--- src/hdl/bsvg_pkg.sv ---
// Shared widths, register indexes, control structs and output rounding for the step vector block.
package bsvg_pkg;

   localparam int CORDIC_ROUNDS     = 16;
   localparam int OUT_FRACTION_BITS = 8;

   localparam int TABLE_LEN  = 24;
   localparam int RUN_ROUNDS = (CORDIC_ROUNDS < TABLE_LEN) ? CORDIC_ROUNDS : TABLE_LEN;
   localparam int ROUND_W    = (RUN_ROUNDS > 1) ? $clog2(RUN_ROUNDS) : 1;

   localparam int BEARING_W = 16;
   localparam int TOL_W     = 15;
   localparam int STEP_W    = 10;
   localparam int OUT_W     = 19;
   localparam int CSR_IDX_W = 3;
   localparam int CSR_DAT_W = 15;

   // Rotator datapath: Q30 vector components and the angle in 1/16384 degree.
   localparam int X_W    = 34;
   localparam int Z_W    = 23;
   localparam int PROD_W = X_W + STEP_W + 1;
   localparam int SHIFT  = 30 - OUT_FRACTION_BITS;

   localparam logic [CSR_IDX_W-1:0] CSR_VARIABLE_MODE     = 3'd0;
   localparam logic [CSR_IDX_W-1:0] CSR_BEARING_TOLERANCE = 3'd1;
   localparam logic [CSR_IDX_W-1:0] CSR_SMALL_STEP        = 3'd2;
   localparam logic [CSR_IDX_W-1:0] CSR_STEP_CEILING      = 3'd3;
   localparam logic [CSR_IDX_W-1:0] CSR_FIXED_STEP        = 3'd4;

   typedef struct packed {
      logic               load;
      logic               advance;
      logic [ROUND_W-1:0] round;
   } cordic_ctl_type;

   typedef struct packed {
      logic mul_en;
      logic sel_y;
   } scale_ctl_type;

   // Round to nearest with ties away from zero, then saturate to the output range.
   function automatic logic signed [OUT_W-1:0] round_sat(input logic signed [PROD_W-1:0] p);
      logic [PROD_W-1:0]        mag;
      logic [PROD_W-1:0]        r;
      logic signed [OUT_W-1:0]  res;
      mag = p[PROD_W-1] ? PROD_W'(-p) : PROD_W'(p);
      r   = (mag + (PROD_W'(1) << (SHIFT - 1))) >> SHIFT;
      if (p[PROD_W-1]) begin
         if (r > (PROD_W'(1) << (OUT_W - 1))) begin
            res = {1'b1, {(OUT_W-1){1'b0}}};
         end else begin
            res = -OUT_W'(r);
         end
      end else begin
         if (r > ((PROD_W'(1) << (OUT_W - 1)) - PROD_W'(1))) begin
            res = {1'b0, {(OUT_W-1){1'b1}}};
         end else begin
            res = OUT_W'(r);
         end
      end
      return res;
   endfunction

endpackage

--- src/hdl/bsvg_if.sv ---
// Valid/ready channel interfaces for bearing requests and move vector responses.
interface bsvg_req_if;
   logic                           valid;
   logic                           ready;
   logic [bsvg_pkg::BEARING_W-1:0] bearing;

   modport source (output valid, output bearing, input ready);
   modport sink   (input valid, input bearing, output ready);
endinterface

interface bsvg_rsp_if;
   logic                              valid;
   logic                              ready;
   logic signed [bsvg_pkg::OUT_W-1:0] north_move;
   logic signed [bsvg_pkg::OUT_W-1:0] east_move;
   logic [bsvg_pkg::STEP_W-1:0]       step_used;

   modport source (output valid, output north_move, output east_move, output step_used,
                   input ready);
   modport sink   (input valid, input north_move, input east_move, input step_used,
                   output ready);
endinterface

--- src/hdl/bsvg_cordic.sv ---
// Rotation-mode CORDIC with angle reduction, one micro-rotation per cycle while advance is set.
module bsvg_cordic (
   input  logic                                 clock,
   input  bsvg_pkg::cordic_ctl_type             ctl,
   input  logic [bsvg_pkg::BEARING_W-1:0]       bearing,
   output logic signed [bsvg_pkg::X_W-1:0]      x_out,
   output logic signed [bsvg_pkg::X_W-1:0]      y_out
);

   localparam logic [15:0] TWO_TURNS    = 16'd46080;
   localparam logic [15:0] FULL_TURN    = 16'd23040;
   localparam logic [15:0] HALF_TURN    = 16'd11520;
   localparam logic [15:0] QUARTER_TURN = 16'd5760;
   localparam logic [15:0] THREE_QUARTER = 16'd17280;
   localparam logic signed [bsvg_pkg::X_W-1:0] GAIN_Q30 = 34'sd652032874;

   localparam logic [19:0] ATAN_TAB [0:bsvg_pkg::TABLE_LEN-1] = '{
      20'd737280, 20'd435242, 20'd229970, 20'd116736, 20'd58595, 20'd29326,
      20'd14667, 20'd7334, 20'd3667, 20'd1833, 20'd917, 20'd458,
      20'd229, 20'd115, 20'd57, 20'd29, 20'd14, 20'd7,
      20'd4, 20'd2, 20'd1, 20'd0, 20'd0, 20'd0
   };

   logic signed [bsvg_pkg::X_W-1:0] x_ff, x_in, y_ff, y_in;
   logic signed [bsvg_pkg::Z_W-1:0] z_ff, z_in;
   logic                            flip_ff, flip_in;

   logic [15:0]                     a_mod;
   logic signed [15:0]              a_fold;
   logic                            a_flip;
   logic signed [bsvg_pkg::X_W-1:0] dx, dy;
   logic signed [bsvg_pkg::Z_W-1:0] dz;

   always_comb begin
      if (bearing >= TWO_TURNS) begin
         a_mod = bearing - TWO_TURNS;
      end else if (bearing >= FULL_TURN) begin
         a_mod = bearing - FULL_TURN;
      end else begin
         a_mod = bearing;
      end
      // Fold into the right half plane; the back half is negated afterwards.
      if (a_mod > THREE_QUARTER) begin
         a_fold = signed'(a_mod - FULL_TURN);
         a_flip = 1'b0;
      end else if (a_mod > QUARTER_TURN) begin
         a_fold = signed'(a_mod - HALF_TURN);
         a_flip = 1'b1;
      end else begin
         a_fold = signed'(a_mod);
         a_flip = 1'b0;
      end
   end

   assign dx = x_ff >>> ctl.round;
   assign dy = y_ff >>> ctl.round;
   assign dz = signed'(bsvg_pkg::Z_W'(ATAN_TAB[5'(ctl.round)]));

   always_comb begin
      x_in    = x_ff;
      y_in    = y_ff;
      z_in    = z_ff;
      flip_in = flip_ff;
      if (ctl.load) begin
         x_in    = GAIN_Q30;
         y_in    = '0;
         z_in    = bsvg_pkg::Z_W'(a_fold) <<< 8;
         flip_in = a_flip;
      end else if (ctl.advance) begin
         if (!z_ff[bsvg_pkg::Z_W-1]) begin
            x_in = x_ff - dy;
            y_in = y_ff + dx;
            z_in = z_ff - dz;
         end else begin
            x_in = x_ff + dy;
            y_in = y_ff - dx;
            z_in = z_ff + dz;
         end
      end
   end

   always_ff @(posedge clock) begin
      x_ff    <= x_in;
      y_ff    <= y_in;
      z_ff    <= z_in;
      flip_ff <= flip_in;
   end

   assign x_out = flip_ff ? -x_ff : x_ff;
   assign y_out = flip_ff ? -y_ff : y_ff;

endmodule

--- src/hdl/bsvg_scale.sv ---
// Shared multiplier that scales one vector component by the step, with registered product.
module bsvg_scale (
   input  logic                              clock,
   input  bsvg_pkg::scale_ctl_type           ctl,
   input  logic signed [bsvg_pkg::X_W-1:0]   x_in_comp,
   input  logic signed [bsvg_pkg::X_W-1:0]   y_in_comp,
   input  logic [bsvg_pkg::STEP_W-1:0]       step,
   output logic signed [bsvg_pkg::OUT_W-1:0] rounded
);

   logic signed [bsvg_pkg::PROD_W-1:0] prod_ff, prod_in;
   logic signed [bsvg_pkg::X_W-1:0]    operand;
   logic signed [bsvg_pkg::STEP_W:0]   step_s;

   assign operand = ctl.sel_y ? y_in_comp : x_in_comp;
   assign step_s  = signed'({1'b0, step});

   always_comb begin
      prod_in = prod_ff;
      if (ctl.mul_en) begin
         prod_in = operand * step_s;
      end
   end

   always_ff @(posedge clock) begin
      prod_ff <= prod_in;
   end

   assign rounded = bsvg_pkg::round_sat(prod_ff);

endmodule

--- src/hdl/bearing_step_vector_generator.sv ---
// Top level: step selection, sequencer, configuration registers and response register.
// A bearing passes a load step, 16 rounds on the shared add/shift rotator, two multiplier
// passes and a rounding step that waits on a full output register. A new bearing is taken
// only after the previous one has left the rounding step.
// A new bearing is taken while the previous response still waits on the output register.
// Reset (synchronous, active high) restores the register defaults and the step history.
module bearing_step_vector_generator (
   input  logic                                 clock,
   input  logic                                 reset,
   bsvg_req_if.sink                             req,
   bsvg_rsp_if.source                           rsp,
   input  logic                                 csr_we,
   input  logic [bsvg_pkg::CSR_IDX_W-1:0]       csr_index,
   input  logic [bsvg_pkg::CSR_DAT_W-1:0]       csr_wdata
);

   // Sequencer states.
   localparam logic [2:0] ST_IDLE = 3'd0;
   localparam logic [2:0] ST_ROT  = 3'd1;
   localparam logic [2:0] ST_MULX = 3'd2;
   localparam logic [2:0] ST_MULY = 3'd3;
   localparam logic [2:0] ST_RND  = 3'd4;

   localparam logic [bsvg_pkg::ROUND_W-1:0] LAST_ROUND =
      bsvg_pkg::ROUND_W'(bsvg_pkg::RUN_ROUNDS - 1);

   // Configuration registers.
   logic                          variable_mode_ff, variable_mode_in;
   logic [bsvg_pkg::TOL_W-1:0]    tolerance_ff, tolerance_in;
   logic [bsvg_pkg::STEP_W-1:0]   small_step_ff, small_step_in;
   logic [bsvg_pkg::STEP_W-1:0]   ceiling_ff, ceiling_in;
   logic [bsvg_pkg::STEP_W-1:0]   fixed_step_ff, fixed_step_in;

   // Step history.
   logic [bsvg_pkg::BEARING_W-1:0] last_bearing_ff, last_bearing_in;
   logic [bsvg_pkg::STEP_W-1:0]    last_step_ff, last_step_in;
   logic                           first_item_ff, first_item_in;

   // Sequencer and working registers.
   logic [2:0]                     state_ff, state_in;
   logic [bsvg_pkg::ROUND_W-1:0]   round_ff, round_in;
   logic [bsvg_pkg::STEP_W-1:0]    step_ff, step_in;
   logic signed [bsvg_pkg::OUT_W-1:0] north_hold_ff, north_hold_in;

   // Response register.
   logic                              rsp_valid_ff, rsp_valid_in;
   logic signed [bsvg_pkg::OUT_W-1:0] rsp_north_ff, rsp_north_in;
   logic signed [bsvg_pkg::OUT_W-1:0] rsp_east_ff, rsp_east_in;
   logic [bsvg_pkg::STEP_W-1:0]       rsp_step_ff, rsp_step_in;

   logic                              req_beat;
   logic                              rsp_free;
   logic [bsvg_pkg::BEARING_W-1:0]    diff;
   logic [bsvg_pkg::STEP_W:0]         doubled;
   logic [bsvg_pkg::STEP_W-1:0]       step_var;
   logic [bsvg_pkg::STEP_W-1:0]       step_sel;

   bsvg_pkg::cordic_ctl_type          cordic_ctl;
   bsvg_pkg::scale_ctl_type           scale_ctl;
   logic signed [bsvg_pkg::X_W-1:0]   x_comp, y_comp;
   logic signed [bsvg_pkg::OUT_W-1:0] rounded;

   assign req.ready = (state_ff == ST_IDLE);
   assign req_beat  = req.valid && req.ready;
   // The response register may be refilled when it is empty or drains this cycle.
   assign rsp_free  = !rsp_valid_ff || rsp.ready;

   // Configuration writes; an unknown index is ignored.
   always_comb begin
      variable_mode_in = variable_mode_ff;
      tolerance_in     = tolerance_ff;
      small_step_in    = small_step_ff;
      ceiling_in       = ceiling_ff;
      fixed_step_in    = fixed_step_ff;
      if (csr_we) begin
         case (csr_index)
            bsvg_pkg::CSR_VARIABLE_MODE:     variable_mode_in = csr_wdata[0];
            bsvg_pkg::CSR_BEARING_TOLERANCE: tolerance_in     = csr_wdata;
            bsvg_pkg::CSR_SMALL_STEP:        small_step_in    = csr_wdata[bsvg_pkg::STEP_W-1:0];
            bsvg_pkg::CSR_STEP_CEILING:      ceiling_in       = csr_wdata[bsvg_pkg::STEP_W-1:0];
            bsvg_pkg::CSR_FIXED_STEP:        fixed_step_in    = csr_wdata[bsvg_pkg::STEP_W-1:0];
            default: ;
         endcase
      end
   end

   // Step choice. The bearing difference uses the raw values and does not wrap at a full
   // turn. While the bearing holds steady the step doubles, limited by the ceiling.
   always_comb begin
      diff    = (req.bearing >= last_bearing_ff) ? (req.bearing - last_bearing_ff)
                                                 : (last_bearing_ff - req.bearing);
      doubled = {last_step_ff, 1'b0};
      if (first_item_ff) begin
         step_var = small_step_ff;
      end else if (diff < {1'b0, tolerance_ff}) begin
         step_var = (doubled > {1'b0, ceiling_ff}) ? ceiling_ff
                                                   : doubled[bsvg_pkg::STEP_W-1:0];
      end else begin
         step_var = small_step_ff;
      end
      step_sel = variable_mode_ff ? step_var : fixed_step_ff;
   end

   // Sequencer: load, rotate, scale north, scale east, then hand the beat to the output.
   always_comb begin
      state_in        = state_ff;
      round_in        = round_ff;
      step_in         = step_ff;
      north_hold_in   = north_hold_ff;
      last_bearing_in = last_bearing_ff;
      last_step_in    = last_step_ff;
      first_item_in   = first_item_ff;
      rsp_valid_in    = rsp_valid_ff && !rsp.ready;
      rsp_north_in    = rsp_north_ff;
      rsp_east_in     = rsp_east_ff;
      rsp_step_in     = rsp_step_ff;
      cordic_ctl      = '{load: 1'b0, advance: 1'b0, round: round_ff};
      scale_ctl       = '{mul_en: 1'b0, sel_y: 1'b0};
      case (state_ff)
         ST_IDLE: begin
            if (req_beat) begin
               cordic_ctl.load = 1'b1;
               step_in         = step_sel;
               last_bearing_in = req.bearing;
               round_in        = '0;
               // Fixed mode leaves the step history untouched; the last bearing is still recorded.
               if (variable_mode_ff) begin
                  last_step_in  = step_var;
                  first_item_in = 1'b0;
               end
               state_in = ST_ROT;
            end
         end
         ST_ROT: begin
            cordic_ctl.advance = 1'b1;
            if (round_ff == LAST_ROUND) begin
               state_in = ST_MULX;
            end else begin
               round_in = round_ff + 1'b1;
            end
         end
         ST_MULX: begin
            scale_ctl.mul_en = 1'b1;
            state_in         = ST_MULY;
         end
         ST_MULY: begin
            north_hold_in    = rounded;
            scale_ctl.mul_en = 1'b1;
            scale_ctl.sel_y  = 1'b1;
            state_in         = ST_RND;
         end
         ST_RND: begin
            // Wait here while the previous response has not been taken.
            if (rsp_free) begin
               rsp_valid_in = 1'b1;
               rsp_north_in = north_hold_ff;
               rsp_east_in  = rounded;
               rsp_step_in  = step_ff;
               state_in     = ST_IDLE;
            end
         end
         default: begin
            state_in = ST_IDLE;
         end
      endcase
   end

   always_ff @(posedge clock) begin
      if (reset) begin
         variable_mode_ff <= 1'b1;
         tolerance_ff     <= 15'd640;
         small_step_ff    <= 10'd10;
         ceiling_ff       <= 10'd640;
         fixed_step_ff    <= 10'd10;
         last_bearing_ff  <= '0;
         last_step_ff     <= 10'd10;
         first_item_ff    <= 1'b1;
         state_ff         <= ST_IDLE;
         round_ff         <= '0;
         rsp_valid_ff     <= 1'b0;
      end else begin
         variable_mode_ff <= variable_mode_in;
         tolerance_ff     <= tolerance_in;
         small_step_ff    <= small_step_in;
         ceiling_ff       <= ceiling_in;
         fixed_step_ff    <= fixed_step_in;
         last_bearing_ff  <= last_bearing_in;
         last_step_ff     <= last_step_in;
         first_item_ff    <= first_item_in;
         state_ff         <= state_in;
         round_ff         <= round_in;
         rsp_valid_ff     <= rsp_valid_in;
      end
   end

   always_ff @(posedge clock) begin
      step_ff       <= step_in;
      north_hold_ff <= north_hold_in;
      rsp_north_ff  <= rsp_north_in;
      rsp_east_ff   <= rsp_east_in;
      rsp_step_ff   <= rsp_step_in;
   end

   bsvg_cordic u_cordic (
      .clock   (clock),
      .ctl     (cordic_ctl),
      .bearing (req.bearing),
      .x_out   (x_comp),
      .y_out   (y_comp)
   );

   bsvg_scale u_scale (
      .clock     (clock),
      .ctl       (scale_ctl),
      .x_in_comp (x_comp),
      .y_in_comp (y_comp),
      .step      (step_ff),
      .rounded   (rounded)
   );

   assign rsp.valid      = rsp_valid_ff;
   assign rsp.north_move = rsp_north_ff;
   assign rsp.east_move  = rsp_east_ff;
   assign rsp.step_used  = rsp_step_ff;

   // An accepted bearing always starts the rotation in the next cycle.
   a_beat_starts_rotation: assert property (@(posedge clock) disable iff (reset)
      req_beat |=> (state_ff == ST_ROT && round_ff == '0))
      else $error("accepted bearing did not start the rotation");

   // The last rotation round hands over to the multiplier.
   a_rotation_ends: assert property (@(posedge clock) disable iff (reset)
      (state_ff == ST_ROT && round_ff == LAST_ROUND) |=> (state_ff == ST_MULX))
      else $error("rotation did not end after the last round");

   // A response beat only appears out of the rounding state.
   a_rsp_from_round: assert property (@(posedge clock) disable iff (reset)
      (!rsp_valid_ff || rsp.ready) ##1 rsp_valid_ff |-> ($past(state_ff) == ST_RND))
      else $error("response appeared without a finished item");

   // A finished item never overwrites a response that is still waiting.
   a_no_overwrite: assert property (@(posedge clock) disable iff (reset)
      (rsp_valid_ff && !rsp.ready) |=> $stable(rsp_north_ff) && $stable(rsp_east_ff))
      else $error("pending response overwritten");

endmodule
--- src/flat_wrapper.sv ---
// flat-port wrapper written by rule: the top's interface ports become plain ports
module bearing_step_vector_generator_flat 
  (clock, reset, csr_we, csr_index, csr_wdata, req_valid, req_bearing, req_ready, rsp_valid, rsp_north_move, rsp_east_move, rsp_step_used, rsp_ready);
  bsvg_req_if req_i ();
  bsvg_rsp_if rsp_i ();
  input  logic clock;
  input  logic reset;
  input  logic csr_we;
  input  logic [bsvg_pkg::CSR_IDX_W-1:0] csr_index;
  input  logic [bsvg_pkg::CSR_DAT_W-1:0] csr_wdata;
  input wire logic [$bits(req_i.valid)-1:0] req_valid;
  input wire logic [$bits(req_i.bearing)-1:0] req_bearing;
  output wire logic [$bits(req_i.ready)-1:0] req_ready;
  output wire logic [$bits(rsp_i.valid)-1:0] rsp_valid;
  output wire logic [$bits(rsp_i.north_move)-1:0] rsp_north_move;
  output wire logic [$bits(rsp_i.east_move)-1:0] rsp_east_move;
  output wire logic [$bits(rsp_i.step_used)-1:0] rsp_step_used;
  input wire logic [$bits(rsp_i.ready)-1:0] rsp_ready;
  assign req_i.valid = req_valid;
  assign req_i.bearing = req_bearing;
  assign req_ready = req_i.ready;
  assign rsp_valid = rsp_i.valid;
  assign rsp_north_move = rsp_i.north_move;
  assign rsp_east_move = rsp_i.east_move;
  assign rsp_step_used = rsp_i.step_used;
  assign rsp_i.ready = rsp_ready;
  bearing_step_vector_generator u_core (.clock(clock), .reset(reset), .req(req_i), .rsp(rsp_i), .csr_we(csr_we), .csr_index(csr_index), .csr_wdata(csr_wdata));
endmodule
--- config.mk ---
export PLATFORM = sky130hd
export DESIGN_NAME = bearing_step_vector_generator_flat
export DESIGN_NICKNAME = d
export VERILOG_FILES = /design/src/hdl/bsvg_pkg.sv /design/src/hdl/bsvg_if.sv /design/src/hdl/bsvg_cordic.sv /design/src/hdl/bsvg_scale.sv /design/src/hdl/bearing_step_vector_generator.sv /design/src/flat_wrapper.sv
export SDC_FILE = /design/constraint.sdc
export NUM_CORES = 2
export LEC_CHECK = 0
export BUFFER_PORTS_ARGS = -buffer_cell sky130_fd_sc_hd__buf_2
export CORE_AREA = 8 8 257 321
export CTS_BUF_LIST = sky130_fd_sc_hd__clkbuf_4
export CTS_CLUSTER_SIZE = 16
export DETAILED_ROUTE_END_ITERATION = 7
export DIE_AREA = 0 0 265 329
export GPL_TIMING_DRIVEN = 0
export PLACE_DENSITY = 0.66
export SYNTH_ARGS = -nofsm -noshare
export SYNTH_HDL_FRONTEND = slang
export SYNTH_SLANG_ARGS = --single-unit
--- constraint.sdc ---
create_clock -name clock -period 30.9 [get_ports clock]
set_input_delay 4.635 -clock clock [delete_from_list [all_inputs] [get_ports clock]]
set_output_delay 4.635 -clock clock [all_outputs]
set_load 0.02 [all_outputs]
**Word level (Yosys, flattened, before mapping)**

Memories as Yosys holds them, arrays and structs flattened.
Cells that the tools add are included.

- Multipliers: 1
- Reduce and logical (&&, ||, !) cells: 20
- Order comparisons: 10
- Equality and inequality tests: 13
- Muxes and demuxes: 38
- Shift-type cells: 2
- $add $sub $neg: 18
- Bitwise operators: 1

Operators with widths:

| operator | count |
|---|---|
| $mux 34 | 5 |
| $mux 23 | 3 |
| $add 34x34->34 | 2 |
| $neg 34->34 | 2 |
| $sshr 34x4->34 | 2 |
| $sub 34x34->34 | 2 |
| $mux 19 | 3 |
| $mux 16 | 3 |
| $add 45x22->45 const B | 1 |
| $mul 34x11->45 | 1 |
| $mux 45 | 1 |
| $neg 45->45 | 1 |
| $mux 10 | 4 |
| $mux 20 | 2 |
| $sub 16x16->16 | 2 |
| $mux 15 | 2 |
| $add 23x21->23 | 1 |
| $gt 23x18->1 const B | 1 |
| $gt 23x19->1 const B | 1 |
| $sub 23x21->23 | 1 |
| $neg 19->19 | 1 |
| $ge 16x15->1 const B | 1 |
| $ge 16x16->1 | 1 |
| $ge 16x16->1 const B | 1 |
| 30 further kinds | 59 |

- Memories: 1
- Bits of input ports: 39
- Register bits after elaboration: 295
- Memory bits (read-only): 640

Memory list:

| name | words | width | read ports | clocked after Yosys merged registers in | wr ports | RTL line | RTL |
|---|---|---|---|---|---|---|---|
| (no name shown) | 32 | 20 | 1 | 0 | 0 | bsvg_cordic.sv:57 | `assign dz = signed'(bsvg_pkg::Z_W'(ATAN_TAB[5'(ctl.round)]));` |

**Logic depth before layout (Yosys ltp)**

- Word-level depth: 8
- Depth in mapped cells: 32
- Mapped depth without buffers: 32

**Modules after synthesis**

From an unflattened synthesis, not the netlist that was laid out.

- Cells, all modules: 4466
- Area total of the unflattened synthesis: 38547.0 sq um

By module, submodules not included:

| module | area an instance (sq um) | instances | cells each |
|---|---|---|---|
| bsvg_scale | 15507.4 | 1 | 1730 |
| bsvg_cordic | 15374.7 | 1 | 1955 |
| bearing_step_vector_generator | 7664.9 | 1 | 781 |

**Worst setup path after synthesis**

No wires, ideal clock.

- Kind: input to register
- Start point: input port req_bearing[11]
- End point: register u_core.step_ff[7] (netlist bit) (data pin)
- Path slack: 20.126 ns
- Setup time: 0.260 ns
- Buffers on the path: 5
- Stages on the path: 25
- Arrival time: 10.514 ns
- Cell sequence: clkbuf_1 > inv_1 > ha_1 > clkbuf_1 > inv_1 > nor2_1 > o41ai_1 > nand3_1 > a31oi_1 > clkbuf_1 > clkbuf_1 > mux2_2 > ha_1 > a21boi_0 > o21a_1 > o21ai_0 > a21oi_1 > or3_1 > a21oi_1 > o21ai_0 > a2111oi_1 > nand3_1 > clkbuf_1 > o21a_1 > mux2_2

- Cells in the longest elaborated chain, start to end: 6
- Elaborated cells between the ends (all ways): 8
- Those cells by class: add/sub: 2; order compare: 2; mux: 4

RTL lines:

| item | RTL line | RTL |
|---|---|---|
| start: declaration | flat_wrapper.sv:12 | `input wire logic [$bits(req_i.bearing)-1:0] req_bearing;` |
| $sub 16x16->16, or another cell as far along | bearing_step_vector_generator.sv:91 | `: (last_bearing_ff - req.bearing);` |
| $mux 16 * | bearing_step_vector_generator.sv:90 | `diff = (req.bearing >= last_bearing_ff) ? (req.bearing - last_bearing_ff)` |
| $lt 16x15->1 * | bearing_step_vector_generator.sv:95 | `end else if (diff < {1'b0, tolerance_ff}) begin` |
| $mux 10 * | bearing_step_vector_generator.sv:95 |  |
| $mux 10 * | bearing_step_vector_generator.sv:93 | `if (first_item_ff) begin` |
| $mux 10 * | bearing_step_vector_generator.sv:101 | `step_sel = variable_mode_ff ? step_var : fixed_step_ff;` |
| named net u_core.step_sel (one bit) | bearing_step_vector_generator.sv:56 | `logic [bsvg_pkg::STEP_W-1:0] step_sel;` |
| end signal: assignment | bearing_step_vector_generator.sv:197 | `step_ff <= step_in;` |
| end: declaration | bearing_step_vector_generator.sv:42 | `logic [bsvg_pkg::STEP_W-1:0] step_ff, step_in;` |

Mark *: on every way through the listed nets, which the timed path passes. The rest lies on a longest branch.
A chain may end at the register's enable or synchronous reset.

**Worst setup path after layout**

Same ends and word-level chain as after synthesis.

==> impl_metrics.toml <==
[run_status]
outcome = "finished, final reports clean"

[worst_setup_path]
arrival_ns = 11.69
worst-path-buf-inv = 9
timing.critical_path.from_type = "input pin"
max_stage_delay_ns = 0.54
worst_ep_required_time_ns = 31.52
crit_family = "buffers and inverters"
end_kind = "register"
critPathMaxFanout = 10
setup.worst_path.class = "in -> reg"
crit_slowest_cell = "sky130_fd_sc_hd__clkbuf_1"
cpMostUsedCell = "sky130_fd_sc_hd__clkbuf_1"

[route]
avgViaCountPerCell = 5.974
detailedRoute.firstPassIterationCount = 5
drt-initial-drc-count = 2384
drc = 0
post_drt_wl_per_cell_um = 21.93
dr_total_vias = 33920
finalWirelength_um = 124500
antenna_left = 0

[floorplanning]
number_of_top_level_pins = 89
floorplan.die_area_um2 = 87190
initial_core_util = 0.4933
floorplan.core_area_um2 = 77700
die_x_um = 265
placementRows = 115
die_height_um = 329

[timing]
setup_viol = 0
rsz_0062_raised_after_global_routing = "no"
achievable-frequency_ghz = 0.09031
final.hold.worst_slack_ns = 0.4202
finalSetupTns_ns = 0
fin_crit_sh = 0.3583
worst_pin_slew_ns = 1.268
slew-limit-headroom = 0.1548
worst_setup_slack_after_layout_ns = 19.83
finalHoldViolations = 0
maxSlewViolCount = 0
worst_clock_skew_ns = 0.09457
layout_min_cycle_time_ns = 11.07

[yosys]
asyncSetResetFlopFracSynth = 0
synth-edff-count = 138
synth-seq-area-share = 0.1901
synth_seq_cells = 295
combinational_family_with_the_most_area_after_synthesis = "adder cells"
synth_fa_ha_area_frac = 0.2400
synth.area.mux_share = 0.08621
syn-instance-count = 4441
synthXorXnorAreaFrac = 0.07377
synth_flop_cell = "sky130_fd_sc_hd__dfxtp_1"
ys_warn_count = 0
synth.cell_area_um2 = 38330
synth_area_per_cell_um2 = 8.631
synth.net_count = 5039
synth-compound-area-share = 0.1584
count_of_different_cell_masters_after_synthesis = 104
post_synth_and_or_nand_nor_area_fraction = 0.1791

[clock_tree]
resized_gates_after_cts = 0
htree_num_levels = 3
worst_setup_hold_path_clk_slew_ns = 0.06
cts_tree = "yes"
cts-hold-fix-buffers = 0
worst_skew_pair.late_latency_ns = 0.93
cts_setup_buffers = 0
cts.path.max_buffers = 3
cts_buffers = 81
ctsRootBufferMaster = "sky130_fd_sc_hd__clkbuf_4"
cts_sinks = 295

[finish]
finalInstanceArea_um2 = 41180
synthToLayoutAreaGrowth_pct = 7.426
post_route_cells_drive_above_1_share = 0.09660
fill_cells = 7482
final_common_cell = "sky130_fd_sc_hd__nand2_1"
layout_common_cells = "sky130_fd_sc_hd__nand2_1, sky130_fd_sc_hd__inv_1, sky130_fd_sc_hd__fa_1, sky130_fd_sc_hd__a21oi_1, sky130_fd_sc_hd__ha_1"
multi_input_area_um2 = 28300
register_area_um2 = 7287
fin_nets = 5212

[global_routing]
wire_length_of_the_first_global_routing_pass_um = 190500
globalRoute.totalOverflow = 0
first_global_vias = 33440
number_of_antenna_violations_at_the_first_check_in_global_routing = 3
grt_start_max_net_pins = 32
gr-usage-all-layers = 0.2792

[min_path]
hp-class = "reg -> reg"

[flow_run]
cap_violations = 0

[placement]
routabilityCongestion = 1.033
half_perimeter_wire_length_of_the_detailed_placement_result_um = 99000
dp_worst_setup_slack_ns = 19.01
port-buffer-count = 86
placed_area_um2 = 40090
[state kept, by name, indices dropped and copies added (netlist names), 10 cells and up]
signal,flops
u_core.u_cordic.x_ff,34
u_core.rsp.north_move,19
u_core.ceiling_ff,10
u_core.rsp.step_used,10
u_core.fixed_step_ff,10
u_core.u_cordic.z_ff,23
u_core.u_scale.prod_ff,45
u_core.small_step_ff,10
u_core.u_cordic.y_ff,34
u_core.step_ff,10
u_core.tolerance_ff,15
u_core.north_hold_ff,19
u_core.last_step_ff,10
u_core.rsp.east_move,19
u_core.last_bearing_ff,16
[per-stage QoR]
step / utilization / cells
floorplan: - / 4441
global placement: 0.5149 / 5521
detailed placement: 0.5160 / 5525
CTS: 0.5298 / 5673
global route: 0.5300 / 5677
finish: 0.5300 / 5677
[cells in the mapped netlist (29+ instances only)]
cell type	count	area, µm²
sky130_fd_sc_hd__a21o_1	62	465.5
sky130_fd_sc_hd__a21oi_1	277	1386
sky130_fd_sc_hd__a31oi_1	36	225.2
sky130_fd_sc_hd__and2_1	172	1076
sky130_fd_sc_hd__buf_1	39	146.4
sky130_fd_sc_hd__clkbuf_1	184	690.7
sky130_fd_sc_hd__dfxtp_1	157	3143
sky130_fd_sc_hd__edfxtp_1	138	4144
sky130_fd_sc_hd__fa_1	294	5886
sky130_fd_sc_hd__ha_1	265	3316
sky130_fd_sc_hd__inv_1	462	1734
sky130_fd_sc_hd__mux2_2	49	551.8
sky130_fd_sc_hd__mux2i_1	59	590.6
sky130_fd_sc_hd__mux4_2	82	1847
sky130_fd_sc_hd__nand2_1	545	2046
sky130_fd_sc_hd__nand2b_1	53	331.6
sky130_fd_sc_hd__nand3_1	80	400.4
sky130_fd_sc_hd__nor2_1	212	795.8
sky130_fd_sc_hd__nor2b_1	41	256.5
sky130_fd_sc_hd__nor3_1	73	365.4
sky130_fd_sc_hd__nor4_1	29	181.4
sky130_fd_sc_hd__o211ai_1	32	240.2
sky130_fd_sc_hd__o21a_1	34	255.2
sky130_fd_sc_hd__o21ai_0	228	1141
sky130_fd_sc_hd__o31ai_1	43	322.8
sky130_fd_sc_hd__xnor2_1	187	1638
sky130_fd_sc_hd__xor2_1	134	1174
[metal layers]
metal	vias to the layer above	global-route usage	part of all wire
met5	-	0	0
met4	0	0.1769	0.072
met3	398	0.04076	0.064
met2	1316	0.4880	0.49
met1	16440	0.3187	0.38
li1	15760	-	-
[cell families (layout without fill, tap and decap cells)]
family / after synthesis / count (layout)
AND/OR/NAND/NOR: 1389 / 1389
AO/OA/AOI/OAI: 956 / 956
buffers and inverters: 718 / 956
adder cells (fa/ha/maj): 559 / 559
XOR/XNOR: 322 / 322
flip-flops: 295 / 295
multiplexers: 202 / 202
other: 0 / 4
[final cells by class]
type,count,area share
multi-input cells,3428,0.6872
diodes,4,0.0002431
clock inverters,33,0.005044
repair buffers,90,0.01197
plain buffers,252,0.02498
inverters,466,0.04248
flip-flops and latches,295,0.1770
well taps,994,0.03020
clock buffers,115,0.02097
[worst register-to-register path: cells and delay by family, from the launching register on]
kind / cells / cell delay (ns)
AOI/OAI and AO/OA: 5 / 1.85
xor gates and xnor gates: 2 / 0.23
adders and majority gates: 7 / 3.17
buffers and inverters: 4 / 0.30
DFF: 1 / 0.41
and+or+nand+nor: 12 / 3.86
[path summary, 6_finish.rpt]
| kind | startpoint | endpoint | slack [ns] | depth (start not counted) |
|---|---|---|---|---|
| max | req_bearing[11] | u_core.step_ff[7] | 19.83 | 27 |
| min | u_core.north_hold_ff[8] | u_core.rsp.north_move[8] | 0.42 | 0 |
| max reg2reg | u_core.u_cordic.x_ff[1] | u_core.u_scale.prod_ff[44] | 20.74 | 30 |
| min reg2reg | u_core.north_hold_ff[8] | u_core.rsp.north_move[8] | 0.42 | 0 |
Power is not shown: default switching activity piles up to over one toggle a cycle in this logic, so the estimate is an artifact.
